`src/hw/rtl/ecif_pkg.sv`:
```
// ----------------------------------------------------------------------------
// ecif_pkg
// Shared types, codes, saturation and halving helpers for the Euler interface flux block.
// ----------------------------------------------------------------------------
package ecif_pkg;

   localparam int DATA_W      = 48;
   localparam int FUNC_W      = 2;
   localparam int GAMMA_W     = 26;
   localparam int QUEUE_DEPTH = 2;
   localparam int QPTR_W      = 1;
   localparam int QCNT_W      = 2;
   localparam int MUL_DIG_W   = 16;
   localparam int MUL_STEPS   = 3;
   localparam int MUL_CNT_W   = 2;

   localparam logic [GAMMA_W-1:0] GAMMA_RESET = 26'd23488102;

   localparam logic [FUNC_W-1:0] FUNC_LEFT  = 2'd0;
   localparam logic [FUNC_W-1:0] FUNC_CELL  = 2'd1;
   localparam logic [FUNC_W-1:0] FUNC_RIGHT = 2'd2;

   localparam logic signed [DATA_W-1:0] POS_LIM = {1'b0, {(DATA_W-1){1'b1}}};
   localparam logic signed [DATA_W-1:0] NEG_LIM = {1'b1, {(DATA_W-1){1'b0}}};

   typedef enum logic {
      JOB_BOUNDARY,
      JOB_FACE
   } job_kind_type;

   typedef enum logic {
      OP_MUL,
      OP_DIV
   } arith_op_type;

   typedef struct packed {
      job_kind_type              kind;
      logic signed [DATA_W-1:0] a;
      logic signed [DATA_W-1:0] b;
      logic signed [DATA_W-1:0] c;
   } job_type;

   typedef struct packed {
      logic    push;
      job_type job;
   } queue_wr_type;

   typedef struct packed {
      logic    avail;
      job_type job;
   } queue_rd_type;

   typedef struct packed {
      logic                      start;
      arith_op_type              op;
      logic signed [DATA_W-1:0] a;
      logic signed [DATA_W-1:0] b;
   } arith_req_type;

   typedef struct packed {
      logic                      done;
      logic signed [DATA_W-1:0] result;
   } arith_rsp_type;

   // clamp a magnitude to the signed range and apply the sign
   function automatic logic signed [DATA_W-1:0] sat_mag(input logic neg, input logic over,
                                                        input logic [DATA_W-1:0] lo);
      logic [DATA_W-1:0] lim;
      logic [DATA_W-1:0] m;
      lim = neg ? NEG_LIM : POS_LIM;
      m   = (over || (lo > lim)) ? lim : lo;
      return neg ? -m : m;
   endfunction

   function automatic logic signed [DATA_W-1:0] sat_sum(input logic signed [DATA_W:0] x);
      logic signed [DATA_W-1:0] r;
      if (x[DATA_W] != x[DATA_W-1]) begin
         r = x[DATA_W] ? NEG_LIM : POS_LIM;
      end else begin
         r = x[DATA_W-1:0];
      end
      return r;
   endfunction

   // halve, rounding toward zero
   function automatic logic signed [DATA_W-1:0] half48(input logic signed [DATA_W-1:0] x);
      logic signed [DATA_W:0] t;
      t = {x[DATA_W-1], x} + {{DATA_W{1'b0}}, x[DATA_W-1]};
      return t[DATA_W:1];
   endfunction

   function automatic logic signed [DATA_W-1:0] half49(input logic signed [DATA_W:0] x);
      logic signed [DATA_W+1:0] t;
      t = {x[DATA_W], x} + {{(DATA_W+1){1'b0}}, x[DATA_W]};
      return t[DATA_W:1];
   endfunction

endpackage

```
`src/hw/rtl/ecif_if.sv`:
```
// ----------------------------------------------------------------------------
// ecif channels
// Valid/ready channels for boundary and cell beats in and flux beats out.
// ----------------------------------------------------------------------------
interface ecif_req_if;
   logic                                     valid;
   logic                                     ready;
   logic [ecif_pkg::FUNC_W-1:0]              func;
   logic signed [ecif_pkg::DATA_W-1:0]       value_a;
   logic signed [ecif_pkg::DATA_W-1:0]       value_b;
   logic signed [ecif_pkg::DATA_W-1:0]       value_c;

   modport source (output valid, func, value_a, value_b, value_c, input ready);
   modport sink   (input valid, func, value_a, value_b, value_c, output ready);
endinterface


```
`src/hw/rtl/ecif_front.sv`:
```
// ----------------------------------------------------------------------------
// ecif_front
// Accepts beats, keeps the previous cell and queues boundary and face jobs.
// ----------------------------------------------------------------------------
module ecif_front (
   input  logic                   clock,
   input  logic                   reset,
   ecif_req_if.sink               req,
   input  logic                   queue_full,
   output ecif_pkg::queue_wr_type qwr
);

   logic signed [ecif_pkg::DATA_W-1:0] prior_ff [3];
   logic                               prior_valid_ff;
   logic                               accept;

   assign req.ready = !queue_full;
   assign accept    = req.valid && req.ready;

   always_comb begin
      qwr.push     = 1'b0;
      qwr.job.kind = ecif_pkg::JOB_BOUNDARY;
      qwr.job.a    = req.value_a;
      qwr.job.b    = req.value_b;
      qwr.job.c    = req.value_c;
      if (accept) begin
         unique case (req.func) inside
            ecif_pkg::FUNC_LEFT, ecif_pkg::FUNC_RIGHT: begin
               qwr.push = 1'b1;
            end
            ecif_pkg::FUNC_CELL: begin
               qwr.push     = prior_valid_ff;
               qwr.job.kind = ecif_pkg::JOB_FACE;
               qwr.job.a    = ecif_pkg::half49({req.value_a[47], req.value_a}
                                               + {prior_ff[0][47], prior_ff[0]});
               qwr.job.b    = ecif_pkg::half49({req.value_b[47], req.value_b}
                                               + {prior_ff[1][47], prior_ff[1]});
               qwr.job.c    = ecif_pkg::half49({req.value_c[47], req.value_c}
                                               + {prior_ff[2][47], prior_ff[2]});
            end
            default: begin
            end
         endcase
      end
   end

   always_ff @(posedge clock) begin
      if (reset) begin
         prior_valid_ff <= 1'b0;
         prior_ff[0]    <= '0;
         prior_ff[1]    <= '0;
         prior_ff[2]    <= '0;
      end else if (accept) begin
         if (req.func == ecif_pkg::FUNC_CELL) begin
            prior_valid_ff <= 1'b1;
            prior_ff[0]    <= req.value_a;
            prior_ff[1]    <= req.value_b;
            prior_ff[2]    <= req.value_c;
         end else if (req.func == ecif_pkg::FUNC_LEFT || req.func == ecif_pkg::FUNC_RIGHT) begin
            prior_valid_ff <= 1'b0;
         end
      end
   end

endmodule

```
`src/flat_wrapper.sv`:
```
// flat-port wrapper written by rule: the top's interface ports become plain ports
module ecif_front_flat 
  (clock, reset, queue_full, qwr, req_valid, req_func, req_value_a, req_value_b, req_value_c, req_ready);
  ecif_req_if req_i ();
  input  logic clock;
  input  logic reset;
  input  logic queue_full;
  output ecif_pkg::queue_wr_type qwr;
  input wire logic [$bits(req_i.valid)-1:0] req_valid;
  input wire logic [$bits(req_i.func)-1:0] req_func;
  input wire logic [$bits(req_i.value_a)-1:0] req_value_a;
  input wire logic [$bits(req_i.value_b)-1:0] req_value_b;
  input wire logic [$bits(req_i.value_c)-1:0] req_value_c;
  output wire logic [$bits(req_i.ready)-1:0] req_ready;
  assign req_i.valid = req_valid;
  assign req_i.func = req_func;
  assign req_i.value_a = req_value_a;
  assign req_i.value_b = req_value_b;
  assign req_i.value_c = req_value_c;
  assign req_ready = req_i.ready;
  ecif_front u_core (.clock(clock), .reset(reset), .req(req_i), .queue_full(queue_full), .qwr(qwr));
endmodule
```
`config.mk`:
```
export PLATFORM = sky130hd
export DESIGN_NAME = ecif_front_flat
export DESIGN_NICKNAME = d
export VERILOG_FILES = /design/src/hw/rtl/ecif_pkg.sv /design/src/hw/rtl/ecif_if.sv /design/src/hw/rtl/ecif_front.sv /design/src/flat_wrapper.sv
export SDC_FILE = /design/constraint.sdc
export NUM_CORES = 1
export LEC_CHECK = 0
export BUFFER_PORTS_ARGS = -buffer_cell sky130_fd_sc_hd__buf_2
export CORE_MARGIN = 1.5
export CORE_UTILIZATION = 40
export CTS_CLUSTER_DIAMETER = 150
export CTS_CLUSTER_SIZE = 8
export DETAILED_ROUTE_END_ITERATION = 10
export GPL_ROUTABILITY_DRIVEN = 1
export REMOVE_ABC_BUFFERS = 1
export SLEW_MARGIN = 20
export SYNTH_ARGS = -nofsm -noshare
export SYNTH_HDL_FRONTEND = slang
export SYNTH_SLANG_ARGS = --single-unit
```
`constraint.sdc`:
```
create_clock -name clock -period 6.8 [get_ports clock]
set_input_delay 1.02 -clock clock [delete_from_list [all_inputs] [get_ports clock]]
set_output_delay 1.02 -clock clock [all_outputs]
set_load 0.02 [all_outputs]
```
==> impl_metrics.yaml, run 1 <==
timing:
  finalCritPeriodShare: 0.972
  final-max-slew-violation-count: 0
  finalSetupViolCount: 0
  report.final.hold_viol_count: 0
  clock_skew_ns: 0
  maxSlewHeadroom: 0.314
  min_period_ns: 6.61
  max_slew.worst_pin.slew_ns: 1.03
  fmax_mhz: 151
  worst_slack_ns: 0.189
  tns_ns: 0
clock_network:
  cts_root_buffer: "clkbuf_16"
  cts_tree: "done"
  clk_transition_reported_paths_ns: 0.07
  clkLatencyLatePin_ns: 0.51
  clockBufferDepth: 2
  cts.sinks: 145
  numCtsBuffers: 17
  h-tree-depth: 4
critical_path:
  crit_path_start: "req_value_a[0]"
  end_kind: "output pin"
  crit_chain: "buf_2, ha_1, inv_1, fa_2, nor2b_1, o31ai_2, a21oi_1, a21o_1, xor2_1, nand4_1, or3_1, or4b_1, nor4_4, buf_4, nand3_1, xor2_1, o21ai_1, buf_2"
  crit_path_max_incr_delay_ns: 0.72
  r2r-start: "u_core.prior_valid_ff"
  cp_top_family: "simple AND/OR/NAND/NOR gates"
  critPathKind: "in2out"
  crit_buf_inv: 4
  critical_path_arrival_ns: 5.59
  cp.required_ns: 5.78
  path_max_fanout: 7
  startpoint_type: "input port"
  slowest_stage: "or4b_1"
layout:
  stdcell_count: 3421
  final_layout_size_suffix_gt1_frac: 0.175
  design_area_mm2: 0.0224
  final_core_util: 0.470
  syn_to_final_growth_pct: 16.4
  num-nets-final: 3092
floorplanning:
  std_cell_rows: 80
  io_pins: 297
  die_h_um: 222
  coreArea_mm2: 0.0475
  die-area_mm2: 0.0494
  start_util: 0.404
  dieWidth_um: 222
detailed_routing:
  ant_nets: 0
  drt-total-wl_um: 66400
  routedWlPerCell_um: 19.4
  vias: 19719
  via_per_inst: 5.76
  post-route-drc-count: 0
  drt-initial-drc-count: 1412
  drt_first_pass_iters: 6
placement:
  place.gp.congestion: 0.972
  place_area_mm2: 0.0216
  dp.cells: 3384
  dp_hpwl_um: 53100
  place_worst_setup_slack_ns: -0.119
  numPortBuffers: 296
logic_synthesis:
  synthTopCellsByArea: "edfxtp_1 (22%), ha_1 (9.6%), nand2_1 (7.0%), xnor2_1 (6.1%), o21ai_0 (6.0%)"
  yosysTopAreaCell: "edfxtp_1"
  netlist_area_mm2: 0.0192
  syn_inst: 2513
  netlist.area_leader.share: 0.225
  yosysSeqAreaShare: 0.226
  synth_common_cells: "nand2_1 (360), o21ai_0 (231), a21oi_1 (187)"
  synth.most_common_cell: "nand2_1"
  ys_async_sr_fraction: 0
  synth-edff-count: 144
  synth_seq_cells: 145
  ys_warn_count: 0
  ys.flop_type: "edfxtp_1"
  avgSynthCellArea_um2: 7.65
  synth.distinct_cells: 98
power:
  power_frac_clock: 0.267
  p_comb_frac: 0.480
  power_frac_seq: 0.253
  p_switching_mw: 1.76
  intPower_mw: 2.44
  power_leakage_nw: 9.26
  powerDensity_mw_per_mm2: 188
  swShare: 0.419
  ir_drop_mv: 0.193
global_routing:
  overflow: 0
  grt_max_degree: 108
  grt_pass1_vias: 18608
  antenna_found_initial: 5
  grt_pass1_wl_um: 103000
  grt_use_total: 0.266
min_path:
  hp-class: "reg2reg"
  min-delay-start: "u_core.prior_valid_ff"
outcome:
  status: "finished clean"
run:
  drv_cap: 0
==> cell families after synthesis <==
group | count (synthesis) | share of synthesized area
and+or+nand+nor | 1068 | 0.282
AOI/OAI and AO/OA | 724 | 0.240
xor gates and xnor gates | 240 | 0.109
buffers and inverters | 173 | 0.0364
adders and majority gates | 150 | 0.0988
DFF | 145 | 0.226
muxes | 13 | 0.00736
==> cell type report <==
type,count,area (um2)
fill,4827,25200
multi-input combinational,2195,14300
sequential,145,4340
timing repair buffer,375,2100
tap,615,769
clock buffer,17,425
clock inverter,15,229
inverter,58,218
antenna,1,2.50
==> power by group through the flow <==
stage	registers, mW	logic (mW)	clock network, mW
2_1_floorplan	1.08	1.38	0
3_3_place_gp	1.08	1.97	0
3_5_place_dp	1.08	1.97	0
4_1_cts	1.06	1.99	1.14
5_1_grt	1.07	2.20	1.17
6_report	1.06	2.02	1.12
==> timing repair <==
item / CTS / global route
endpoints found under the setup margin: 6 / 31
hold buffers: 0 / 0
hold endpoints to repair: 0 / 0
gates resized for setup: 1 / 18
setup buffers: 0 / 4
pin swaps: 0 / 8
==> stage by stage <==
step | total power [mW] | hold slack [ns]
floorplan | 2.46 | 0.475
global placement | 3.05 | 0.487
detailed placement | 3.05 | 0.499
CTS | 4.19 | 0.510
global route | 4.45 | 0.544
finish | 4.20 | 0.508
==> sequential cells by signal (all words and copies together) (netlist names) <==
name and count:
u_core.prior_ff 144, u_core.prior_valid_ff 1
==> final timing paths <==
| kind | slack (ns) | cells past startpoint | endpoint |
|---|---|---|---|
| min reg2reg | 0.51 | 2 | u_core.prior_valid_ff |
| min | 0.51 | 2 | u_core.prior_valid_ff |
| max | 0.19 | 18 | qwr[140] |
| max reg2reg | 6.18 | 2 | u_core.prior_valid_ff |
==> per-layer routing <==
metal / GRT usage / vias up / part of all wire
met2: 0.428 / 612 / 0.45
met4: 0.0855 / 6 / 0.025
met5: 0 / - / 0.00047
li1: - / 9740 / -
met3: 0.0488 / 100 / 0.055
met1: 0.359 / 9261 / 0.47
==> cells in the final DEF (no fill, tap or decap), types with 18 or more instances in the layout <==
master | netlist | routed
nand2_1 | 360 | 359
a21o_1 | 45 | 45
buf_4 | 3 | 79
edfxtp_1 | 144 | 144
and2_1 | 170 | 170
o21a_1 | 26 | 26
buf_2 | 23 | 294
xnor2_1 | 134 | 133
nor2_1 | 154 | 152
nor4_1 | 22 | 22
a21oi_1 | 187 | 186
o211ai_1 | 19 | 19
and3_1 | 27 | 27
inv_1 | 57 | 57
o21bai_1 | 26 | 26
o21ai_0 | 231 | 228
ha_1 | 147 | 147
nor2b_1 | 26 | 26
nand3_1 | 71 | 71
nand4_1 | 58 | 58
or3_1 | 25 | 24
xor2_1 | 106 | 105
o31ai_1 | 19 | 18
nor3_1 | 66 | 65
==> worst register-to-register path, cell delays in order, from the launching register on <==
cell,delay [ns]
dfxtp_1,0.34
nor2_1,0.05
nor3_1,0.16
No activity file was read; power rests on OpenSTA's default activity.
==> run 2, diff against run 1 <==
CORE_MARGIN = 5   (was 1.5)
GPL_TIMING_DRIVEN = 1   (was not set)
==> run 2 against run 1 <==
Worst hold slack improved by 0.0090 ns. Final cell count is 0.12% lower. Largest power group unchanged. Die area up 6.4%. Combinational power about the same. Wire length up 0.83%. Global-route usage fell by 2.2 points. Sequential share of layout area rose by 0.12 points. Via count is 0.78% higher. Power fell by 4.2%. Fmax increased by 1.4%. First-iteration DRC count increased by 12%. Critical path type unchanged. Setup slack improved by 0.093 ns.
==> impl_metrics.yaml, run 2 (same netlist as run 1, synthesis figures left out) <==
critical_path:
  crit_buf_inv: 5
  startpoint_type: "input port"
  path_max_fanout: 7
  crit_chain: "buf_2, ha_1, inv_1, fa_1, nor2b_1, o31a_1, o21ai_2, a2111oi_4, nor2_2, o41a_1, and2_1, ha_1, nand2_1, nor4b_1, buf_4, nand4_1, nor2_2, nand4_4, buf_4, nor3_1, xnor2_1, mux2_2, buf_2"
  critical_path_arrival_ns: 5.50
  critPathKind: "in2out"
  crit_path_max_incr_delay_ns: 0.35
  cp.required_ns: 5.78
  cp_top_family: "simple AND/OR/NAND/NOR gates"
  slowest_stage: "nor4b_1"
  end_kind: "output pin"
clock_network:
  numCtsBuffers: 17
  clk_transition_reported_paths_ns: 0.06
  clkLatencyLatePin_ns: 0.49
  clockBufferDepth: 2
  cts_tree: "done"
  cts.sinks: 145
  h-tree-depth: 4
  cts_root_buffer: "clkbuf_16"
detailed_routing:
  ant_nets: 0
  drt-initial-drc-count: 1575
  via_per_inst: 5.82
  dr_wl_met2_um: 29700
  wl_met3_um: 4860
  post-route-drc-count: 0
  top_layer_used: "met5"
  met1_length_um: 30300
  vias: 19872
  routedWlPerCell_um: 19.6
  drt_first_pass_iters: 6
  drt-total-wl_um: 67000
timing:
  finalCritPeriodShare: 0.959
  final-max-slew-violation-count: 0
  fmax_mhz: 153
  maxSlewHeadroom: 0.384
  min_period_ns: 6.52
  clock_skew_ns: 0
  report.final.hold_viol_count: 0
  finalSetupViolCount: 0
  max_slew.worst_pin.slew_ns: 0.915
  tns_ns: 0
  hold_ws_ns: 0.517
  worst_slack_ns: 0.282
layout:
  syn_to_final_growth_pct: 15.7
  final_cell_mix: "nand2_1 (359), buf_2 (296), o21ai_0 (230)"
  design_area_mm2: 0.0222
  largestRegisters: "u_core.prior_ff: 144 flops, u_core.prior_valid_ff: 1 flops"
  regArea_mm2: 0.00434
  final_layout_size_suffix_gt1_frac: 0.172
  largest_register: "u_core.prior_ff"
  final_common_cell: "nand2_1"
  multi_input_area_mm2: 0.0143
  num-nets-final: 3091
  largest_reg_flops: 144
  fillCellCount: 4737
  n_antenna_cell: 0
global_routing:
  grt_use_total: 0.244
  antenna_found_initial: 5
  grt_max_degree: 94
  grt_pass1_vias: 18967
  overflow: 0
  grt_pass1_wl_um: 104000
placement:
  place_area_mm2: 0.0216
  place_worst_setup_slack_ns: 0.194
  place.gp.congestion: 0.969
  dp_hpwl_um: 53000
  numPortBuffers: 296
power:
  ir_drop_mv: 0.172
  power_leakage_nw: 9.20
  powerDensity_mw_per_mm2: 181
  power_mw: 4.02
floorplanning:
  start_util: 0.403
  dieWidth_um: 229
  die-area_mm2: 0.0525
  io_pins: 297
  die_h_um: 229
  coreArea_mm2: 0.0476
  std_cell_rows: 80
min_path:
  hp-class: "reg2reg"
outcome:
  status: "finished clean"
run:
  drv_cap: 0
==> run 2: cell types whose count changed in the layout (fill, tap and decap cells not counted), moves of 3 or more <==
cell        delta
inv_6          -6
clkinv_2       +5
buf_4          -4
clkbuf_1       +4
bufinv_16      -3
clkinvlp_4     -3
==> run 2: through the flow <==
stage / util / instances
4_1_cts: 0.465 / 3415
2_1_floorplan: - / 2398
6_report: 0.467 / 3417
3_5_place_dp: 0.453 / 3385
5_1_grt: 0.467 / 3417
3_3_place_gp: 0.453 / 3385
==> run 2: what timing repair did <==
action	4_1_cts	5_1_grt
setup buffers	0	1
setup endpoints to repair	0	24
hold buffers	0	0
gates resized for setup	0	12
==> run 2: cell type report <==
cell class                 count  share of cell area
multi-input combinational   2195               0.641
tap                          615              0.0346
timing repair buffer         374              0.0950
inverter                      58             0.00979
sequential                   145               0.195
clock inverter                 9             0.00417
clock buffer                  21              0.0198
==> run 2: final timing paths <==
path	slack (ns)	to	depth (start not counted)	start
setup / recovery	0.28	qwr[37]	23	req_value_c[0]
hold / removal	0.52	u_core.prior_valid_ff	2	u_core.prior_valid_ff
setup reg to reg	6.18	u_core.prior_valid_ff	2	u_core.prior_valid_ff
hold reg to reg	0.52	u_core.prior_valid_ff	2	u_core.prior_valid_ff
==> run 2: worst register-to-register path: stages, from the launching register on <==
cell and delay (ns):
dfxtp_1 0.33, nor2_1 0.05, nor3_1 0.16
==> run 2: layer usage <==
layer / up-vias / track usage
met4: 8 / 0.0831
li1: 9733 / -
met3: 127 / 0.0525
met2: 742 / 0.391
met1: 9262 / 0.328
met5: - / 0
==> run 2: report_power, final <==
part           internal [mW]  switching [mW]  leakage [nW]
Sequential              1.04          0.0206          1.40
Clock                  0.528           0.424         0.265
Combinational          0.739            1.27          7.53
==> run 3, diff against run 2 <==
ABC_AREA = 1   (was not set)
REMOVE_ABC_BUFFERS = not set   (was 1)
==> run 3 against run 2 <==
Non-clock buffer count decreased by 45. Register-to-register slack about the same. Sequential power about the same. Combinational power increased by 27%. Global-route usage increased by 7.1 points. Sequential share of layout area decreased by 4.7 points. Worst hold slack got worse by 0.039 ns. Power increased by 16%. Critical path type unchanged.
==> impl_metrics.yaml, run 3 <==
logic_synthesis:
  ys.flop_type: "edfxtp_1"
  syn_inst: 4925
  ys_warn_count: 0
  synthTopCellsByArea: "nand2_1 (27%), edfxtp_1 (17%), inv_1 (16%), nor2_1 (8.9%), ha_1 (7.1%)"
  yosysTopAreaCell: "nand2_1"
  avgSynthCellArea_um2: 5.28
  netlist_area_mm2: 0.0260
  synth.distinct_cells: 45
  syn-num-nets: 5225
  ys_async_sr_fraction: 0
  synth-edff-count: 144
  synth.most_common_cell: "nand2_1"
  synth_seq_cells: 145
  netlist.area_leader.share: 0.272
  yosysSeqAreaShare: 0.167
  synth_common_cells: "nand2_1 (1880), inv_1 (1088), nor2_1 (614)"
placement:
  dp.cells: 6058
  place_area_mm2: 0.0286
  numPortBuffers: 296
  place_worst_setup_slack_ns: 0.216
  dp_hpwl_um: 99200
  place.gp.congestion: 1.03
global_routing:
  grt_max_degree: 145
  overflow: 0
  grt_pass1_vias: 27953
  grt_pass1_wl_um: 169000
  antenna_found_initial: 1
  grt_use_total: 0.315
critical_path:
  crit_path_max_incr_delay_ns: 0.38
  crit_buf_inv: 6
  cp_top_family: "simple AND/OR/NAND/NOR gates"
  slowest_stage: "fa_1"
  critical_path_arrival_ns: 5.44
  path_common_cell: "nand2_1"
  startpoint_type: "input port"
  end_kind: "output pin"
  critPathKind: "in2out"
  path_max_fanout: 5
  cp.required_ns: 5.78
  rrSetupSlack_ns: 6.19
timing:
  hold_ws_ns: 0.479
  min_period_ns: 6.46
  final-max-slew-violation-count: 0
  worst_slack_ns: 0.343
  fmax_mhz: 155
  finalCritPeriodShare: 0.950
  maxSlewHeadroom: 0.321
  finalSetupViolCount: 0
  report.final.hold_viol_count: 0
  clock_skew_ns: 0
  max_slew.worst_pin.slew_ns: 1.02
  rsz0062_at_grt: "true"
floorplanning:
  io_pins: 297
  die_h_um: 265
  std_cell_rows: 93
  die-area_mm2: 0.0702
  dieWidth_um: 265
  coreArea_mm2: 0.0645
  start_util: 0.403
detailed_routing:
  routedWlPerCell_um: 18.9
  drt-total-wl_um: 115000
  ant_nets: 0
  vias: 30479
  drt-initial-drc-count: 2525
  drt_first_pass_iters: 6
  post-route-drc-count: 0
  via_per_inst: 5.00
layout:
  syn_to_final_growth_pct: 12.7
  largest_reg_flops: 144
  n_antenna_cell: 0
  final_common_cell: "nand2_1"
  num-nets-final: 5527
  design_area_mm2: 0.0293
  largest_register: "u_core.prior_ff"
  final_layout_size_suffix_gt1_frac: 0.102
  final_cell_mix: "nand2_1 (1877), inv_1 (1087), nor2_1 (613)"
  largestRegisters: "u_core.prior_ff: 144 flops, u_core.prior_valid_ff: 1 flops"
  stdcell_count: 6094
clock_network:
  cts_hold_buf: 0
  h-tree-depth: 4
  clockBufferDepth: 2
  clk_transition_reported_paths_ns: 0.07
  cts_tree: "done"
  cts_root_buffer: "clkbuf_16"
  clkLatencyLatePin_ns: 0.51
  cts.sinks: 145
  numCtsBuffers: 17
power:
  power_leakage_nw: 17.3
  ir_drop_mv: 0.168
  powerDensity_mw_per_mm2: 159
min_path:
  hp-class: "reg2reg"
run:
  drv_cap: 0
outcome:
  status: "finished clean"
run 3: cell count changes in the layout (fill, tap and decap cells not counted), sizes merged, moves of 153 or more:
| cell | before | now |
|---|---|---|
| and2 | 170 | 17 |
| inv | 57 | 1112 |
| nand2 | 361 | 1937 |
| nand3 | 71 | 330 |
| nor2 | 155 | 676 |
| o21ai | 246 | 89 |
run 3: routing by layer:
metal	routed length (um)	share of wire	track usage
met5	7	0.000061	0
met4	4340	0.038	0.110
met3	6850	0.059	0.0359
met2	52800	0.46	0.528
met1	51200	0.44	0.421
run 3: repair_timing:
action / in CTS / in global routing
gates resized for setup: 0 / 11
hold endpoints to repair: 0 / 0
endpoints found under the setup margin: 0 / 19
buffers inserted: 0 / 5
run 3: stage by stage:
step           power (mW)  setup TNS, ns   util
6_report             4.65              0  0.454
5_1_grt              4.96        -0.0263  0.454
4_1_cts              4.64              0  0.453
3_5_place_dp         3.58              0  0.444
3_3_place_gp         3.59              0  0.444
2_1_floorplan        2.75              0      -
run 3: cell type report:
type	instances	area (um2)
tap	855	1070
timing repair buffer	329	1750
clock buffer	17	425
multi-input combinational	3626	17400
inverter	1108	4160
clock inverter	14	155
sequential	145	4340
fill	7435	35200
run 3: path summary, 6_finish.rpt:
| path | start | endpoint | cells after the start |
|---|---|---|---|
| max | req_value_c[0] | qwr[37] | 35 |
| min | u_core.prior_valid_ff | u_core.prior_valid_ff | 2 |
| max reg2reg | u_core.prior_valid_ff | u_core.prior_valid_ff | 2 |
| min reg2reg | u_core.prior_valid_ff | u_core.prior_valid_ff | 2 |
run 3: where the power goes:
part           internal (mW)  total (mW)  leakage, nW  switching [mW]
Sequential              1.04        1.06         1.40          0.0226
Clock                  0.543        1.04        0.278           0.495
Combinational          0.727        2.55         15.7            1.82
run 3: cell families (layout without fill, tap and decap cells):
| group | count (synthesis) | count (layout) | share of synthesized area |
|---|---|---|---|
| adders and majority gates | 150 | 150 | 0.0731 |
| and+or+nand+nor | 3153 | 3153 | 0.516 |
| xor gates and xnor gates | 76 | 76 | 0.0266 |
| buffers and inverters | 1154 | 1468 | 0.167 |
| AOI/OAI and AO/OA | 247 | 247 | 0.0506 |
| DFF | 145 | 145 | 0.167 |
run 3: worst reg2reg max path, delay by kind of cell (launching register included):
family,cells,cell delay (ns)
flip-flops,1,0.31
AO/OA/AOI/OAI,2,0.14
